`config.mk`:
```
export PLATFORM = sky130hd
export DESIGN_NAME = rgb_led_strip_spi_encoder
export DESIGN_NICKNAME = d
export VERILOG_FILES = /design/src/rtl/rlse_pkg.sv /design/src/rtl/rgb_led_strip_spi_encoder.sv /design/src/rtl/rlse_front.sv /design/src/rtl/rlse_cmd_q.sv /design/src/rtl/rlse_back.sv
export SDC_FILE = /design/constraint.sdc
export NUM_CORES = 2
export LEC_CHECK = 0
export BUFFER_PORTS_ARGS = -buffer_cell sky130_fd_sc_hd__buf_4
export CAP_MARGIN = 10
export CORE_MARGIN = 1
export CORE_UTILIZATION = 65
export DETAILED_ROUTE_END_ITERATION = 10
export MAX_ROUTING_LAYER = met4
export PLACE_DENSITY_LB_ADDON = 0.1
export SETUP_SLACK_MARGIN = 0.05
export SLEW_MARGIN = 5
export SYNTH_ARGS = -nofsm -noshare
export SYNTH_HDL_FRONTEND = slang
export SYNTH_HIERARCHICAL = 1
export SYNTH_SLANG_ARGS = --single-unit
```
`constraint.sdc`:
```
create_clock -name i_clk -period 11.7 [get_ports i_clk]
set_clock_uncertainty 0.05 [all_clocks]
set_input_delay 1.755 -clock i_clk [delete_from_list [all_inputs] [get_ports i_clk]]
set_output_delay 1.755 -clock i_clk [all_outputs]
set_load 0.05 [all_outputs]
```
`src/rtl/rlse_pkg.sv`:
```
package rlse_pkg;

    // Command codes as carried on the kind field
    typedef enum logic [1:0] {
        OP_SET  = 2'd0,
        OP_FILL = 2'd1,
        OP_DIM  = 2'd2,
        OP_SHOW = 2'd3
    } t_op;

    // Colour slots in sending order
    localparam logic [1:0] SLOT_GREEN = 2'd0;
    localparam logic [1:0] SLOT_RED   = 2'd1;
    localparam logic [1:0] SLOT_BLUE  = 2'd2;

    // Reset values of the code registers
    localparam logic [7:0] ONE_CODE_RST  = 8'd240;
    localparam logic [7:0] ZERO_CODE_RST = 8'd192;

    // Configuration register indexes
    localparam logic CFG_ONE_CODE  = 1'b0;
    localparam logic CFG_ZERO_CODE = 1'b1;

    // Command queue geometry
    localparam int CMDQ_DEPTH = 2;
    localparam int CMDQ_AW    = 1;
    localparam int CMDQ_CW    = 2;

    // Classified command, as queued between front and back
    typedef struct packed {
        t_op        op;
        logic [4:0] idx;        // already range checked for set
        logic [7:0] green;
        logic [7:0] red;
        logic [7:0] blue;
        logic [2:0] shift;
        logic       clear;      // dim by 8 or more
    } t_cmd;

    // Eight code bytes for one colour byte, MSB's code on top
    function automatic logic [63:0] encode_byte(input logic [7:0] v,
                                                input logic [7:0] one_c,
                                                input logic [7:0] zero_c);
        logic [63:0] w;
        w = '0;
        for (int b = 0; b < 8; b++) begin
            w[b*8 +: 8] = v[b] ? one_c : zero_c;
        end
        return w;
    endfunction

    // Dim one colour byte
    function automatic logic [7:0] dim_byte(input logic [7:0] v,
                                            input logic [2:0] sh,
                                            input logic       clr);
        return clr ? 8'd0 : (v >> sh);
    endfunction

endpackage

```
`src/rtl/rgb_led_strip_spi_encoder.sv`:
```
// RGB LED strip encoder, SPI bit-code form. Commands come in on the input
// channel: set one LED, fill every LED and show, dim every colour byte by a
// right shift (8 or more clears), or show. A show sends, for LED 0 upward,
// one 64-bit word per green, red and blue byte, each data bit (MSB first,
// top byte of the word) replaced by the one_code or zero_code byte; the
// final word of a show carries last. The pixel store lives in flip-flops and
// is all zero after reset. A front stage decodes commands into a two-entry
// queue; the back end takes one command per cycle when idle. Set and dim
// update the store and leave the back end idle; fill and show hold it in
// the show state until the final word is loaded into the output register,
// one word per cycle while the output is not stalled. Up to two further
// commands queue behind a running show. Configuration: index 0 is one_code,
// index 1 is zero_code; write only while no command is in flight.
module rgb_led_strip_spi_encoder #(
    parameter int LED_COUNT = 16
) (
    input  logic        i_clk,
    input  logic        i_rst_n,
    input  logic        i_cfg_we,
    input  logic        i_cfg_index,
    input  logic [7:0]  i_cfg_data,
    input  logic        i_in_valid,
    output logic        o_in_stall,
    input  logic [1:0]  i_kind,
    input  logic [3:0]  i_led_index,
    input  logic [7:0]  i_red,
    input  logic [7:0]  i_green,
    input  logic [7:0]  i_blue,
    input  logic [7:0]  i_dim_shift,
    output logic        o_out_valid,
    input  logic        i_out_stall,
    output logic [63:0] o_code_word,
    output logic [3:0]  o_led_number,
    output logic [1:0]  o_color_slot,
    output logic        o_last
);
    import rlse_pkg::*;

    t_cmd front_cmd;
    t_cmd head_cmd;
    logic push;
    logic pop;
    logic q_full;
    logic q_empty;

    // Command decode and range check
    rlse_front u_front (
        .i_in_valid  (i_in_valid),
        .i_kind      (i_kind),
        .i_led_index (i_led_index),
        .i_red       (i_red),
        .i_green     (i_green),
        .i_blue      (i_blue),
        .i_dim_shift (i_dim_shift),
        .i_q_full    (q_full),
        .i_led_count (5'(LED_COUNT)),
        .o_in_stall  (o_in_stall),
        .o_push      (push),
        .o_cmd       (front_cmd)
    );

    // Queue between decode and execution
    rlse_cmd_q u_cmd_q (
        .i_clk   (i_clk),
        .i_rst_n (i_rst_n),
        .i_push  (push),
        .i_cmd   (front_cmd),
        .i_pop   (pop),
        .o_cmd   (head_cmd),
        .o_full  (q_full),
        .o_empty (q_empty)
    );

    // Pixel store, show walk and encoder
    rlse_back #(
        .LED_COUNT (LED_COUNT)
    ) u_back (
        .i_clk        (i_clk),
        .i_rst_n      (i_rst_n),
        .i_cfg_we     (i_cfg_we),
        .i_cfg_index  (i_cfg_index),
        .i_cfg_data   (i_cfg_data),
        .i_cmd        (head_cmd),
        .i_q_empty    (q_empty),
        .o_pop        (pop),
        .i_out_stall  (i_out_stall),
        .o_out_valid  (o_out_valid),
        .o_code_word  (o_code_word),
        .o_led_number (o_led_number),
        .o_color_slot (o_color_slot),
        .o_last       (o_last)
    );

endmodule

```
`src/rtl/rlse_front.sv`:
```
module rlse_front (
    input  logic              i_in_valid,
    input  logic [1:0]        i_kind,
    input  logic [3:0]        i_led_index,
    input  logic [7:0]        i_red,
    input  logic [7:0]        i_green,
    input  logic [7:0]        i_blue,
    input  logic [7:0]        i_dim_shift,
    input  logic              i_q_full,
    input  logic [4:0]        i_led_count,
    output logic              o_in_stall,
    output logic              o_push,
    output rlse_pkg::t_cmd    o_cmd
);
    import rlse_pkg::*;

    logic keep;

    // Classify: decode the kind, pre-decode the dim, drop bad set indexes
    always_comb begin
        o_cmd.idx   = {1'b0, i_led_index};
        o_cmd.green = i_green;
        o_cmd.red   = i_red;
        o_cmd.blue  = i_blue;
        o_cmd.shift = i_dim_shift[2:0];
        o_cmd.clear = |i_dim_shift[7:3];
        keep        = 1'b1;
        case (i_kind)
            OP_SET: begin
                o_cmd.op = OP_SET;
                keep     = ({1'b0, i_led_index} < i_led_count);
            end
            OP_FILL: o_cmd.op = OP_FILL;
            OP_DIM:  o_cmd.op = OP_DIM;
            default: o_cmd.op = OP_SHOW;
        endcase
    end

    assign o_in_stall = i_q_full;
    assign o_push     = i_in_valid && !i_q_full && keep;

endmodule

```
`src/rtl/rlse_cmd_q.sv`:
```
module rlse_cmd_q (
    input  logic              i_clk,
    input  logic              i_rst_n,
    input  logic              i_push,
    input  rlse_pkg::t_cmd    i_cmd,
    input  logic              i_pop,
    output rlse_pkg::t_cmd    o_cmd,
    output logic              o_full,
    output logic              o_empty
);
    import rlse_pkg::*;

    t_cmd                r_mem [CMDQ_DEPTH];
    logic [CMDQ_AW-1:0]  r_wr_ptr, n_wr_ptr;
    logic [CMDQ_AW-1:0]  r_rd_ptr, n_rd_ptr;
    logic [CMDQ_CW-1:0]  r_count,  n_count;

    assign o_full  = (r_count == CMDQ_CW'(CMDQ_DEPTH));
    assign o_empty = (r_count == '0);
    assign o_cmd   = r_mem[r_rd_ptr];

    // Pointer and fill count update
    always_comb begin
        n_wr_ptr = r_wr_ptr;
        n_rd_ptr = r_rd_ptr;
        n_count  = r_count;
        if (i_push) begin
            n_wr_ptr = r_wr_ptr + 1'b1;
        end
        if (i_pop) begin
            n_rd_ptr = r_rd_ptr + 1'b1;
        end
        if (i_push && !i_pop) begin
            n_count = r_count + 1'b1;
        end else if (!i_push && i_pop) begin
            n_count = r_count - 1'b1;
        end
    end

    always_ff @(posedge i_clk) begin
        if (!i_rst_n) begin
            r_wr_ptr <= '0;
            r_rd_ptr <= '0;
            r_count  <= '0;
        end else begin
            r_wr_ptr <= n_wr_ptr;
            r_rd_ptr <= n_rd_ptr;
            r_count  <= n_count;
        end
    end

    // Entry storage
    always_ff @(posedge i_clk) begin
        if (i_push) begin
            r_mem[r_wr_ptr] <= i_cmd;
        end
    end

endmodule

```
`src/rtl/rlse_back.sv`:
```
module rlse_back #(
    parameter int LED_COUNT = 16
) (
    input  logic              i_clk,
    input  logic              i_rst_n,
    input  logic              i_cfg_we,
    input  logic              i_cfg_index,
    input  logic [7:0]        i_cfg_data,
    input  rlse_pkg::t_cmd    i_cmd,
    input  logic              i_q_empty,
    output logic              o_pop,
    input  logic              i_out_stall,
    output logic              o_out_valid,
    output logic [63:0]       o_code_word,
    output logic [3:0]        o_led_number,
    output logic [1:0]        o_color_slot,
    output logic              o_last
);
    import rlse_pkg::*;

    localparam int LED_W = (LED_COUNT > 1) ? $clog2(LED_COUNT) : 1;

    typedef enum logic [1:0] {
        ST_IDLE = 2'b01,
        ST_SHOW = 2'b10
    } t_state;

    t_state             r_state, n_state;
    logic [LED_W-1:0]   r_led, n_led;
    logic [1:0]         r_slot, n_slot;
    logic [23:0]        r_store [LED_COUNT];
    logic [23:0]        n_store [LED_COUNT];
    logic [7:0]         r_one_code, r_zero_code;
    logic               r_out_valid, n_out_valid;
    logic [63:0]        r_code_word, n_code_word;
    logic [3:0]         r_led_number, n_led_number;
    logic [1:0]         r_color_slot, n_color_slot;
    logic               r_last, n_last;

    logic               out_free;
    logic [23:0]        pix_in;
    logic [23:0]        pix_rd;
    logic [7:0]         byte_sel;
    logic               word_last;

    assign out_free = !r_out_valid || !i_out_stall;
    assign o_pop    = (r_state == ST_IDLE) && !i_q_empty;
    assign pix_in   = {i_cmd.green, i_cmd.red, i_cmd.blue};
    assign pix_rd   = r_store[r_led];
    assign word_last = (r_led == LED_W'(LED_COUNT - 1)) && (r_slot == SLOT_BLUE);

    // Colour byte for the current slot
    always_comb begin
        case (r_slot)
            SLOT_GREEN: byte_sel = pix_rd[23:16];
            SLOT_RED:   byte_sel = pix_rd[15:8];
            default:    byte_sel = pix_rd[7:0];
        endcase
    end

    // Command execution and show walk
    always_comb begin
        n_state      = r_state;
        n_led        = r_led;
        n_slot       = r_slot;
        n_store      = r_store;
        n_out_valid  = r_out_valid && i_out_stall;
        n_code_word  = r_code_word;
        n_led_number = r_led_number;
        n_color_slot = r_color_slot;
        n_last       = r_last;
        case (r_state)
            ST_IDLE: begin
                if (o_pop) begin
                    case (i_cmd.op)
                        OP_SET: begin
                            n_store[LED_W'(i_cmd.idx)] = pix_in;
                        end
                        OP_FILL: begin
                            for (int i = 0; i < LED_COUNT; i++) begin
                                n_store[i] = pix_in;
                            end
                            n_state = ST_SHOW;
                            n_led   = '0;
                            n_slot  = SLOT_GREEN;
                        end
                        OP_DIM: begin
                            for (int i = 0; i < LED_COUNT; i++) begin
                                n_store[i] = {
                                    dim_byte(r_store[i][23:16], i_cmd.shift, i_cmd.clear),
                                    dim_byte(r_store[i][15:8],  i_cmd.shift, i_cmd.clear),
                                    dim_byte(r_store[i][7:0],   i_cmd.shift, i_cmd.clear)};
                            end
                        end
                        default: begin
                            n_state = ST_SHOW;
                            n_led   = '0;
                            n_slot  = SLOT_GREEN;
                        end
                    endcase
                end
            end
            ST_SHOW: begin
                if (out_free) begin
                    n_out_valid  = 1'b1;
                    n_code_word  = encode_byte(byte_sel, r_one_code, r_zero_code);
                    n_led_number = 4'(r_led);
                    n_color_slot = r_slot;
                    n_last       = word_last;
                    if (word_last) begin
                        n_state = ST_IDLE;
                    end else if (r_slot == SLOT_BLUE) begin
                        n_slot = SLOT_GREEN;
                        n_led  = r_led + 1'b1;
                    end else begin
                        n_slot = r_slot + 1'b1;
                    end
                end
            end
            default: n_state = ST_IDLE;
        endcase
    end

    // Control, pixel store and code registers
    always_ff @(posedge i_clk) begin
        if (!i_rst_n) begin
            r_state     <= ST_IDLE;
            r_led       <= '0;
            r_slot      <= SLOT_GREEN;
            r_out_valid <= 1'b0;
            r_one_code  <= ONE_CODE_RST;
            r_zero_code <= ZERO_CODE_RST;
            for (int i = 0; i < LED_COUNT; i++) begin
                r_store[i] <= '0;
            end
        end else begin
            r_state     <= n_state;
            r_led       <= n_led;
            r_slot      <= n_slot;
            r_out_valid <= n_out_valid;
            r_store     <= n_store;
            if (i_cfg_we && i_cfg_index == CFG_ONE_CODE) begin
                r_one_code <= i_cfg_data;
            end
            if (i_cfg_we && i_cfg_index == CFG_ZERO_CODE) begin
                r_zero_code <= i_cfg_data;
            end
        end
    end

    // Output payload
    always_ff @(posedge i_clk) begin
        r_code_word  <= n_code_word;
        r_led_number <= n_led_number;
        r_color_slot <= n_color_slot;
        r_last       <= n_last;
    end

    assign o_out_valid  = r_out_valid;
    assign o_code_word  = r_code_word;
    assign o_led_number = r_led_number;
    assign o_color_slot = r_color_slot;
    assign o_last       = r_last;

endmodule

```
# Word-level counts from Yosys, hierarchy flattened
# Memories as Yosys holds them, arrays and structs flattened. A register that Yosys moved wholly into a read port is not among the register bits.
# Index checks and enable logic that the tools add are counted.
[classes]
addsub = 6
order_cmp = 4
n_eq_ne = 16
n_shift = 48
muxes = 91
bitwise = 3
n_reduce_logical = 31
[ops]
columns = ["op", "n"]
rows = [
  ["one-hot mux 384 bit (3 select lines)", 1],
  ["two-way mux 8 bit", 56],
  ["bitwise mux 384 bit", 1],
  ["right shift 8 x 3 -> 8 bit", 48],
  ["binary-select mux 24 bit (select 4 bit)", 1],
  ["demux 24 bit (select 4 bit)", 1],
  ["two-way mux 24 bit", 3],
  ["two-way mux 2 bit", 11],
  ["two-way mux 4 bit", 5],
  ["one-hot mux 8 bit (2 select lines)", 1],
  ["== test 2 bit, second input constant", 5],
  ["greater-or-equal comparator 5 bit, second input constant", 2],
  ["logical AND 1 bit", 10],
  ["inverter 4 -> 5 bit", 2],
  ["== test 2 x 1 -> 1 bit, second input constant", 4],
  ["zero test 2 bit", 4],
  ["one-hot mux 2 bit (2 select lines)", 2],
  ["one-hot mux 4 bit (2 select lines)", 1],
  ["two-way mux 1 bit", 7],
  ["zero test 1 bit", 6],
  ["!= test 2 x 1 -> 1 bit, second input constant", 3],
  ["!= test 2 bit, second input constant", 3],
  ["one-hot mux 2 bit (3 select lines)", 1],
  ["AND reduction 6 bit", 1],
  ["other kinds (17)", 20],
]
[totals]
ff_bits = 484
mem_bits_rw = 68
inputBits = 52
output_inout_bits = 73
word_cells = 229
mem_count = 1
[memory_table]
columns = ["name", "words", "word_bits", "read_ports", "rd_clocked_by_memory_dff", "write_ports", "line_no", "text"]
rows = [
  ["u_cmd_q.r_mem", 2, 34, 1, 1, 1, "rlse_cmd_q.sv:13", "t_cmd r_mem [CMDQ_DEPTH];"],
]

# Depth between registers and ports, before layout
[logic_depth]
depth_word = 8
mapped_depth = 14
ltp_nobuf = 9

# Hierarchy
# Netlist, hierarchy kept.
[by_module_without_submodules]
columns = ["module", "n_inst", "cells_per_inst", "area_each_um2", "seq_area_each_um2"]
rows = [
  ["rlse_back", 1, 3555, 31769.2, 10319.9],
  ["rlse_cmd_q", 1, 131, 2742.6, 2202.1],
  ["rlse_front", 1, 53, 364.1, 0.0],
  ["rgb_led_strip_spi_encoder", 1, 2, 7.5, 0.0],
]

# Worst setup path before layout
# OpenSTA, ideal clock, no wires.
[synth_timing]
path_kind = "in2reg"
startpoint = "in i_out_stall"
endpoint = "reg u_back.r_code_word[0], in the netlist u_back/o_code_word[0] (enable)"
setup_ps = 523
t_arrival_ps = 5127
required_ps = 11127
setup_slack_ps = 6000
cell_stages = 1
path_buffers = 0
cell_sequence = "a21oi_1"
[synth_between]
elab_chain_cells = 3
[synth_rtl]
columns = ["item", "line_no", "text"]
rows = [
  ["start, declared", "rgb_led_strip_spi_encoder.sv:31", "input logic i_out_stall,"],
  ["zero test 1 bit", "rlse_back.sv:46", "assign out_free = !r_out_valid || !i_out_stall;"],
  ["logical OR 1 bit", "rlse_back.sv:46", ""],
  ["AND reduction 2 bit (no line)", "n/a", ""],
  ["end signal, assigned", "rlse_back.sv:153", "r_code_word <= n_code_word;"],
  ["end, declared", "rlse_back.sv:35", "logic [63:0] r_code_word, n_code_word;"],
]
# No other way between the ends.
# A chain may end at the register's enable or synchronous reset.

# Final worst setup path
[layout_timing]
startpoint = "reg u_back.r_led[0]"
endpoint = "reg u_back.r_code_word[62], in the netlist u_back/o_code_word[62], data pin"
[layout_between]
elab_chain_cells = 6
[layout_rtl]
columns = ["item", "line_no", "text"]
rows = [
  ["start, declared", "rlse_back.sv:29", "logic [LED_W-1:0] r_led, n_led;"],
  ["start signal, assigned", "rlse_back.sv:138", "r_led <= n_led;"],
  ["inverter 4 -> 5 bit (implied by the code)", "rlse_back.sv:49", "assign pix_rd = r_store[r_led];"],
  ["binary-select mux 24 bit (select 4 bit)", "rlse_back.sv:49", ""],
  ["two-way mux 24 bit (implied by the code) (2 in series)", "rlse_back.sv:49", ""],
  ["one-hot mux 8 bit (2 select lines)", "rlse_back.sv:54", "case (r_slot)"],
  ["two-way mux 8 bit", "rlse_pkg.sv:47", "w[b*8 +: 8] = v[b] ? one_c : zero_c;"],
]
# No other way between the ends. The select of a mux whose other input is x is not followed.

==> results.toml <==
[final_layout]
drive_above_1_share_pct = 15.6
stdcell_count = 4328
finalNetCount = 3649
area_growth_pct = 7.49
fillerInstances = 3981
fin_area_um2 = 37400

[power]
p_leak_nw = 13.0
switchingPower_mw = 4.61
combPwrFrac_pct = 47.3
clkPwrFrac_pct = 19.5
intPower_mw = 5.44
power_density_nw_per_um2 = 269
ir_worst_vdd_mv = 0.324
switching_share_pct = 45.8
pwr-share-seq_pct = 33.1
total_power_mw = 10.1

[timing]
period_minus_slack_ps = 4560
slew_headroom_pct = 5.89
setup_tns_ps = 0
rsz0062_at_grt = "false"
fmax_mhz = 219
drv_slew = 0
tightestPinTransition_ps = 1410
hold_viol = 0
setup_viol = 0
hold_slack_ps = 434
post-route-period-util_pct = 39.0

[placement]
hpwl_um = 75900
port_buffers = 124
placed_cell_area_um2 = 35400
placed_cells = 4212
gp_congestion = 1.00

[setup_path]
cp.arrival_ps = 4900
critPathLaunchType = "register"
timing.rr.start = "u_back/r_led[0]$_SDFFE_PN0P_"
r2r-end = "u_back/o_code_word[62]$_DFFE_PP_"
path_class = "reg -> reg"
crit_required_ps = 12030
cp-end-kind = "register"
r2r_setup_slack_ps = 7140
r2r_cells = 7
cp_max_fo = 52

[status]
outcome = "finished with violations"
violations = "DRC"

[grt]
grt_usage_pct = 45.3
grt_start_max_net_pins = 258
grt_pass1_vias = 30300
antenna_found_initial = 2
grt_pass1_wl_um = 183000
grt-ovfl-total = 0

[clock_network]
ctsHoldBuffers = 0
post_cts_buffers = 0
ctsRootBufferMaster = "clkbuf_16"
ctsResizeCount = 0
cts_num_sinks = 553
path_clk_slew_ps = 60
clockBufferDepth = 3
cts_tree = "yes"
clock_latency_ps = 650
htreeDepth = 2
numCtsBuffers = 60

[floorplanning]
io_pins = 125
core_area_um2 = 52800
die_area_um2 = 54500
die_y_um = 233
die_w_um = 233
row_count = 84
start_util_pct = 66.0

[routing]
drtIter0Drc = 5304
vias_per_cell = 7.48
ant_nets = 0
drtPass1Iterations = 11
vias = 32400
drcViolationCount = 24
routedWlPerCell_um = 28.3
wl_um = 122000

[synth]
ys_warn_count = 6
synthCells = 3736
synth_area_um2 = 34800
synth_area_per_cell_um2 = 9.32

[flow_run]
max-cap-violations = 0

[worst_hold_path]
worstHoldPathCells = 2
holdCritPathClass = "reg -> reg"
area by class of cell:
class | instances | area, um2 | area share [%]
inverters | 10 | 37.5 | 0.100
multi-input cells | 2775 | 20600 | 55.0
well taps | 688 | 861 | 2.30
diodes | 3 | 7.51 | 0.0201
clock buffers | 85 | 1730 | 4.62
flip-flops and latches | 553 | 12500 | 33.3
repair buffers | 188 | 1450 | 3.88
clock inverters | 26 | 284 | 0.759
cells in the final DEF, fill, tap and decap left out, drive strengths merged, types with 14 or more instances in the layout:
cell type	n
o21ai	292
and2	14
a21oi	164
clkinv	16
clkbuf	85
o2bb2ai	48
a21boi	143
a22oi	118
nand3	129
mux4	126
o21a	18
edfxtp	139
mux2	174
mux2i	407
o211ai	27
a221oi	30
nor2	188
a31oi	90
nor2b	96
o221ai	26
dfxtp	414
nor3	49
o22ai	94
nand2	421
buf	188
nand2b	32
worst max path at each step:
stage	slack, ps	endpoint	from
floorplan	6000	u_back/o_code_word[0]$_DFFE_PP_	i_out_stall
finish	7140	u_back/o_code_word[62]$_DFFE_PP_	u_back/r_led[0]$_SDFFE_PN0P_
CTS	7170	register	register
global route	6820	register	register
detailed placement	7170	register	register
global placement	7230	register	register
worst max-delay path, cell delays in order (launching register included):
cell,delay (ps)
dfxtp_4,790
buf_4,820
buf_4,700
mux4_2,630
mux2_2,300
a211o_1,340
nand4_4,200
mux2_1,370
power groups by stage:
stage	combinational, mW	clock (mW)	sequential [mW]
final	4.76	1.96	3.33
after global routing	4.98	2.04	3.36
after CTS	4.54	1.97	3.26
after detailed placement	4.52	0	3.30
after global placement	4.40	0	3.26
after floorplan	3.37	0	2.99
metal layers:
metal,track usage [%],wire length (um)
met3,12.3,16400
met2,65.3,52700
met5,-,0
met4,28.3,8860
met1,56.3,44400
per-stage QoR:
stage	setup WS [ps]	util (%)
floorplan	6000	-
global placement	7230	67.0
detailed placement	7170	67.0
CTS	7170	70.8
global route	6820	70.9
finish	7140	70.9
No activity file was read; power rests on OpenSTA's default activity.
